===== src/rtl/barometric_sensor_compensation_defines.svh =====
// Assertion macros shared by the RTL
`ifndef BAROMETRIC_SENSOR_COMPENSATION_DEFINES_SVH
`define BAROMETRIC_SENSOR_COMPENSATION_DEFINES_SVH

// Implication checked on every rising clock edge outside reset
`define BSC_ASSERT_IMPL(lbl, clk, rstn, ante, cons, msg) \
    lbl: assert property (@(posedge clk) disable iff (!rstn) (ante) |-> (cons)) \
        else $error(msg);

// Next-cycle implication checked outside reset
`define BSC_ASSERT_NEXT(lbl, clk, rstn, ante, cons, msg) \
    lbl: assert property (@(posedge clk) disable iff (!rstn) (ante) |=> (cons)) \
        else $error(msg);

`endif


===== src/rtl/bsc_pkg.sv =====
`default_nettype none
package bsc_pkg;

    // configuration register indexes
    localparam logic [2:0] REG_AC1     = 3'd0;
    localparam logic [2:0] REG_AC2     = 3'd1;
    localparam logic [2:0] REG_AC3     = 3'd2;
    localparam logic [2:0] REG_AC4     = 3'd3;
    localparam logic [2:0] REG_AC5_AC6 = 3'd4;
    localparam logic [2:0] REG_B1      = 3'd5;
    localparam logic [2:0] REG_B2      = 3'd6;
    localparam logic [2:0] REG_MC_MD   = 3'd7;

    localparam int CFG_IDX_W = 4;

    // datasheet constants
    localparam logic [31:0] B6_OFFSET = 32'd4000;
    localparam logic [31:0] B4_BIAS   = 32'd32768;
    localparam logic [31:0] B7_SCALE  = 32'd50000;
    localparam logic [31:0] P_K1      = 32'd3038;
    localparam logic [31:0] P_K2      = 32'd7357;
    localparam logic [31:0] P_K3      = 32'd3791;

    // divider depth: one quotient bit per stage
    localparam int DIV_W = 32;

endpackage
`default_nettype wire


===== src/rtl/bsc_udiv.sv =====
`default_nettype none
// Pipelined unsigned restoring divider, one quotient bit per stage.
// Sideband payload travels alongside. Stall freezes the whole pipe.
module bsc_udiv #(
    parameter int W    = bsc_pkg::DIV_W,
    parameter int SB_W = 8
) (
    input  wire logic            aclk,
    input  wire logic            aresetn,
    input  wire logic            en,
    input  wire logic            in_valid,
    input  wire logic [W-1:0]    in_num,
    input  wire logic [W-1:0]    in_den,
    input  wire logic [SB_W-1:0] in_sb,
    output logic                 out_valid,
    output logic [W-1:0]         out_quo,
    output logic [SB_W-1:0]      out_sb
);

    logic            vld_reg [1:W];
    logic [W-1:0]    rem_reg [1:W];
    logic [W-1:0]    num_reg [1:W];
    logic [W-1:0]    den_reg [1:W];
    logic [SB_W-1:0] sb_reg  [1:W];

    // one restoring step per stage; num_reg shifts quotient bits in
    for (genvar i = 0; i < W; i++) begin : g_stage
        logic            vld_in;
        logic [W-1:0]    rem_in;
        logic [W-1:0]    num_in;
        logic [W-1:0]    den_in;
        logic [SB_W-1:0] sb_in;
        logic [W:0]      trial;
        logic [W:0]      diff;

        // first stage takes the new operands, the rest the stage before
        if (i == 0) begin : g_first
            assign vld_in = in_valid;
            assign rem_in = '0;
            assign num_in = in_num;
            assign den_in = in_den;
            assign sb_in  = in_sb;
        end else begin : g_next
            assign vld_in = vld_reg[i];
            assign rem_in = rem_reg[i];
            assign num_in = num_reg[i];
            assign den_in = den_reg[i];
            assign sb_in  = sb_reg[i];
        end

        assign trial = {rem_in, num_in[W-1]};
        assign diff  = trial - {1'b0, den_in};
        always_ff @(posedge aclk) begin
            if (!aresetn) begin
                vld_reg[i+1] <= 1'b0;
            end else if (en) begin
                vld_reg[i+1] <= vld_in;
            end
        end
        always_ff @(posedge aclk) begin
            if (en) begin
                if (!diff[W]) begin
                    rem_reg[i+1] <= diff[W-1:0];
                    num_reg[i+1] <= {num_in[W-2:0], 1'b1};
                end else begin
                    rem_reg[i+1] <= trial[W-1:0];
                    num_reg[i+1] <= {num_in[W-2:0], 1'b0};
                end
                den_reg[i+1] <= den_in;
                sb_reg[i+1]  <= sb_in;
            end
        end
    end

    assign out_valid = vld_reg[W];
    assign out_quo   = num_reg[W];
    assign out_sb    = sb_reg[W];

endmodule
`default_nettype wire

===== config.mk =====
export PLATFORM = sky130hd
export DESIGN_NAME = bsc_udiv
export DESIGN_NICKNAME = d
export VERILOG_FILES = /design/src/rtl/barometric_sensor_compensation_defines.svh /design/src/rtl/bsc_pkg.sv /design/src/rtl/bsc_udiv.sv
export SDC_FILE = /design/constraint.sdc
export NUM_CORES = 2
export LEC_CHECK = 0
export BUFFER_PORTS_ARGS = -buffer_cell sky130_fd_sc_hd__buf_2
export CORE_ASPECT_RATIO = 0.5
export CORE_MARGIN = 5
export CORE_UTILIZATION = 45
export DETAILED_ROUTE_END_ITERATION = 7
export SLEW_MARGIN = 30
export SYNTH_ARGS = -nofsm -noshare
export SYNTH_HDL_FRONTEND = slang
export SYNTH_SLANG_ARGS = --single-unit

===== constraint.sdc =====
create_clock -name aclk -period 12.2 [get_ports aclk]
set_clock_uncertainty 0.05 [all_clocks]
set_input_delay 1.22 -clock aclk [delete_from_list [all_inputs] [get_ports aclk]]
set_output_delay 1.22 -clock aclk [all_outputs]
set_load 0.02 [all_outputs]

# ---- Word-level counts from Yosys, hierarchy flattened
# Memory sizes are Yosys's and may differ from the RTL's.
# Cells that the tools add are included.
dict set report word_totals {
  out_inout_bits 41
  ramBits 3360
  wordCells 426
  reg_bits 0
  mem_count 5
}
dict set report op_classes {
  addsub 32
  n_bitwise 96
  n_mux 293
}
# memory words word_bits read_ports rd_clocked_by_memory_dff write_ports line_no
set memory_table {}
lappend memory_table {den_reg 32 32 31 0 32 bsc_udiv.sv:23} ;# logic [W-1:0] den_reg [1:W];
lappend memory_table {num_reg 32 32 32 0 32 bsc_udiv.sv:22} ;# logic [W-1:0] num_reg [1:W];
lappend memory_table {rem_reg 32 32 31 0 32 bsc_udiv.sv:21} ;# logic [W-1:0] rem_reg [1:W];
lappend memory_table {sb_reg 32 8 32 0 32 bsc_udiv.sv:24} ;# logic [SB_W-1:0] sb_reg [1:W];
lappend memory_table {vld_reg 32 1 32 0 32 bsc_udiv.sv:20} ;# logic vld_reg [1:W];
# cell n
set op_table {}
lappend op_table {{$mux W32} 64}
lappend op_table {{$sub A33 B32 Y33} 31}
lappend op_table {{$mux W1} 229}
lappend op_table {{$or A1 B1 Y1} 96}
lappend op_table {{$sub A1 B32 Y33} 1}

# ---- Logic depth before layout (Yosys ltp)
# An unclocked memory read counts as a cell.
dict set report depth {
  ltp_word 6
  depth_mapped 18
}

# ---- Worst setup path before layout
# Ideal clock, no wire load.
dict set report synth_path {
  kind {input port to flip-flop}
  start {input en}
  end {register, netlist name num_reg[0][100]}
  required_ps 11706
  n_path_buf 6
  slack_ps 7353
  arrival_ps 4353
  stages 6
  cell_sequence {clkbuf_1 > clkbuf_1 > clkbuf_1 > clkbuf_1 > clkbuf_1 > clkbuf_1}
}
# element line_no
set synth_lines {}
lappend synth_lines {{start: declaration} bsc_udiv.sv:10} ;# input wire logic en,

==> reports/metrics.yaml <==
fin_setup_tns_ps: 0
antenna_found_initial: 3
place_congestion: 0.902
rsz0062_at_grt: "no"
pwr-share-clk_pct: 20.9
row_count: 156
clk_latency_ps: 890
worst_ir_drop_vdd_v: 0.000117
vias: 94500
io_pins: 117
final_core_util_pct: 49.6
dp_slack_ps: 6820
die_h_um: 436
fmax_mhz: 188
hold_ws_ps: 334
routed_via_density: 5.26
worstReg2RegEnd: "rem_reg[0][725]"
intPower_mw: 30.1
setup_violations: 0
dr.pass1.iters: 6
p_sw_share_pct: 34.1
cts_hold_buffers: 0
syn_area_mm2: 0.163
p_leak_nw: 70.4
cts-buffers-inserted: 313
crit_arrival_ps: 5900
synth_nets: 13800
r2r_start: "num_reg[0][703]"
overflow: 0
yosys_warnings: 0
drv_cap: 0
synth-edff-count: 3296
relSlewSlack_pct: 32.4
clock-sinks: 3296
hold_viol_final: 0
status: "completed"
hold_depth: 0
cts_tree: "done"
synth_cell_types: 90
yosys.area.top_type: "edfxtp_1"
cts_setup_buffers: 0
grt_pass1_wl_um: 490000
r2r_setup_slack_ps: 6870
dp_hpwl_um: 215000
dr.first_iter.drc_count: 5402
tightestPinTransition_ps: 988
crit_path_start_kind: "register"
p_seq_share_pct: 37.7
start_util_pct: 45.1
setup.worst_path.class: "reg2reg"
syn2layout_area_growth_pct: 9.81
layout.nets: 14000
synth_top_cell_area_share_pct: 60.7
end_kind: "register"
ctsHtreeMaxLevel: 5
syn_inst: 12700
finalPower_mw: 45.6
synth.avg_cell_area_um2: 12.8
ys_ff_latch: 3296
r2r_cells: 15
hp-class: "reg2reg"
min_period_ps: 5330
path_max_fanout: 32
whs_endpoint: "num_reg[0][357]"
async_flop_share_pct: 0
drv_slew: 0
clockBufferDepth: 4
largest_register_ffs: 1024
grtUsageTotal_pct: 15.7
synth.area.top_cells: "edfxtp_1 61%, ha_1 7.6%, mux2_2 4.1%"
postRouteAntennaNets: 0
power.density_mw_per_mm2: 255
net-switching-power_mw: 15.5
die_x_um: 861
final_layout_size_suffix_gt1_share_pct: 9.93
synth-main-ff-cell: "edfxtp_1"
path_clk_slew_ps: 70
core_area_mm2: 0.361
route.detailed.drc: 0
grt_max_degree: 188
clock-root-buffer: "clkbuf_16"
avgRoutedWirePerCell_um: 16.6
min_from: "num_reg[0][324]"
fin_crit_sh_pct: 43.7
ys_seq_area_share_pct: 60.7
dieArea_mm2: 0.375
setup_ws_ps: 6870
drt_wl_total_um: 299000
portBuffers: 116
combinationalPowerShare_pct: 41.5
grt_pass1_vias: 97000
critPathRequiredTime_ps: 12770
cts_resized: 0
## worst max-delay path by stage
| stage | from | end | slack [ps] | cells past startpoint |
|---|---|---|---|---|
| 2_1_floorplan | en | num_reg[0][100] | 7350 | 6 |
| 3_3_place_gp | num_reg[0][703] | rem_reg[0][730] | 6850 | 15 |
| 3_5_place_dp | num_reg[0][703] | rem_reg[0][716] | 6820 | 15 |
| 4_1_cts | num_reg[0][703] | rem_reg[0][719] | 6790 | 15 |
| 5_1_grt | num_reg[0][543] | rem_reg[0][575] | 6670 | 16 |
| 6_report | num_reg[0][703] | rem_reg[0][725] | 6870 | 15 |
## stage by stage
stage	instances	instance area (µm²)
6_report	18000	179000
3_5_place_dp	17400	169000
3_3_place_gp	17400	169000
4_1_cts	18000	179000
5_1_grt	18000	179000
2_1_floorplan	12700	163000
## critical path: stages, from the launching register on
cell       delay (ps)
edfxtp_1          360
inv_1              80
ha_1              170
inv_1              60
fa_1              430
a21o_1            180
a21oi_1           210
o21ai_1           230
and4_1            280
a2111oi_1         720
o41ai_2           250
nand3_1           270
a21o_1            180
mux2i_1           620
inv_2             520
mux2_2            420
## kinds of logic after synthesis
kind of cell    count (synthesis)  share of synthesized area (%)
compound gates               3036                           11.9
xor+xnor                      827                           4.44
buf+inv                      1570                           3.68
mux                           651                           4.46
flops                        3296                           60.7
simple gates                 2317                           6.77
fa+ha+maj                    1023                           7.99
## power by group through the flow
stage / clock, mW / combinational (mW) / sequential [mW]
floorplan: 0 / 15.1 / 16.9
global placement: 0 / 18.5 / 17.5
detailed placement: 0 / 18.7 / 17.4
CTS: 9.90 / 18.9 / 17.2
global route: 10.4 / 21.1 / 17.4
finish: 9.52 / 18.9 / 17.2
## cell usage after synthesis (23+ instances only)
master and instances:
a2111oi_0 35, a211o_1 41, a211oi_1 108, a21boi_0 25, a21o_1 490, a21oi_1 839, a31oi_1 118, a41oi_1 24
and2_1 55, and3_1 116, buf_2 64, clkbuf_1 230, edfxtp_1 3296, fa_1 30, ha_1 993, inv_1 1258
mux2_2 598, mux2i_1 51, nand2_1 691, nand2b_1 168, nand3_1 163, nand4_1 91, nor2_1 602, nor2b_1 131
nor3_1 126, nor4_1 26, o211ai_1 50, o21a_1 157, o21ai_0 661, o21bai_1 129, o31a_1 23, o31ai_1 72
or2_2 33, or3_1 45, xnor2_1 509, xor2_1 318
## placed cells by master, fill, tap and decap left out, types with 129 or more instances in the layout
cell and n:
nand2b_1 168, mux2_2 598, o21bai_1 129, nand2_1 691
xnor2_1 509, nor2b_1 131, o21ai_0 661, xor2_1 318
nor2_1 602, inv_1 1258, a21oi_1 839, ha_1 993
edfxtp_1 3296, nand3_1 163, a21o_1 490, o21a_1 157
clkbuf_16 320
## layer usage
metal | track usage (%) | routed length [µm] | vias up
met1 | 18.6 | 126000 | 44800
met2 | 28.8 | 152000 | 1489
met4 | 6.02 | 11700 | 0
met3 | 2.18 | 9350 | 690
met5 | 0 | 0 | -
li1 | - | - | 47500
## area by class of cell
| cell class | count | area (µm²) |
|---|---|---|
| Clock inverter | 151 | 1490 |
| Fill cell | 31000 | 182000 |
| Inverter | 1261 | 4730 |
| Sequential cell | 3296 | 99000 |
| Multi-Input combinational cell | 7854 | 58200 |
| Timing Repair Buffer | 195 | 1330 |
| Tap cell | 4819 | 6030 |
| Clock buffer | 390 | 8270 |
| Antenna cell | 2 | 5.00 |
No activity file was read; power rests on OpenSTA's default activity.
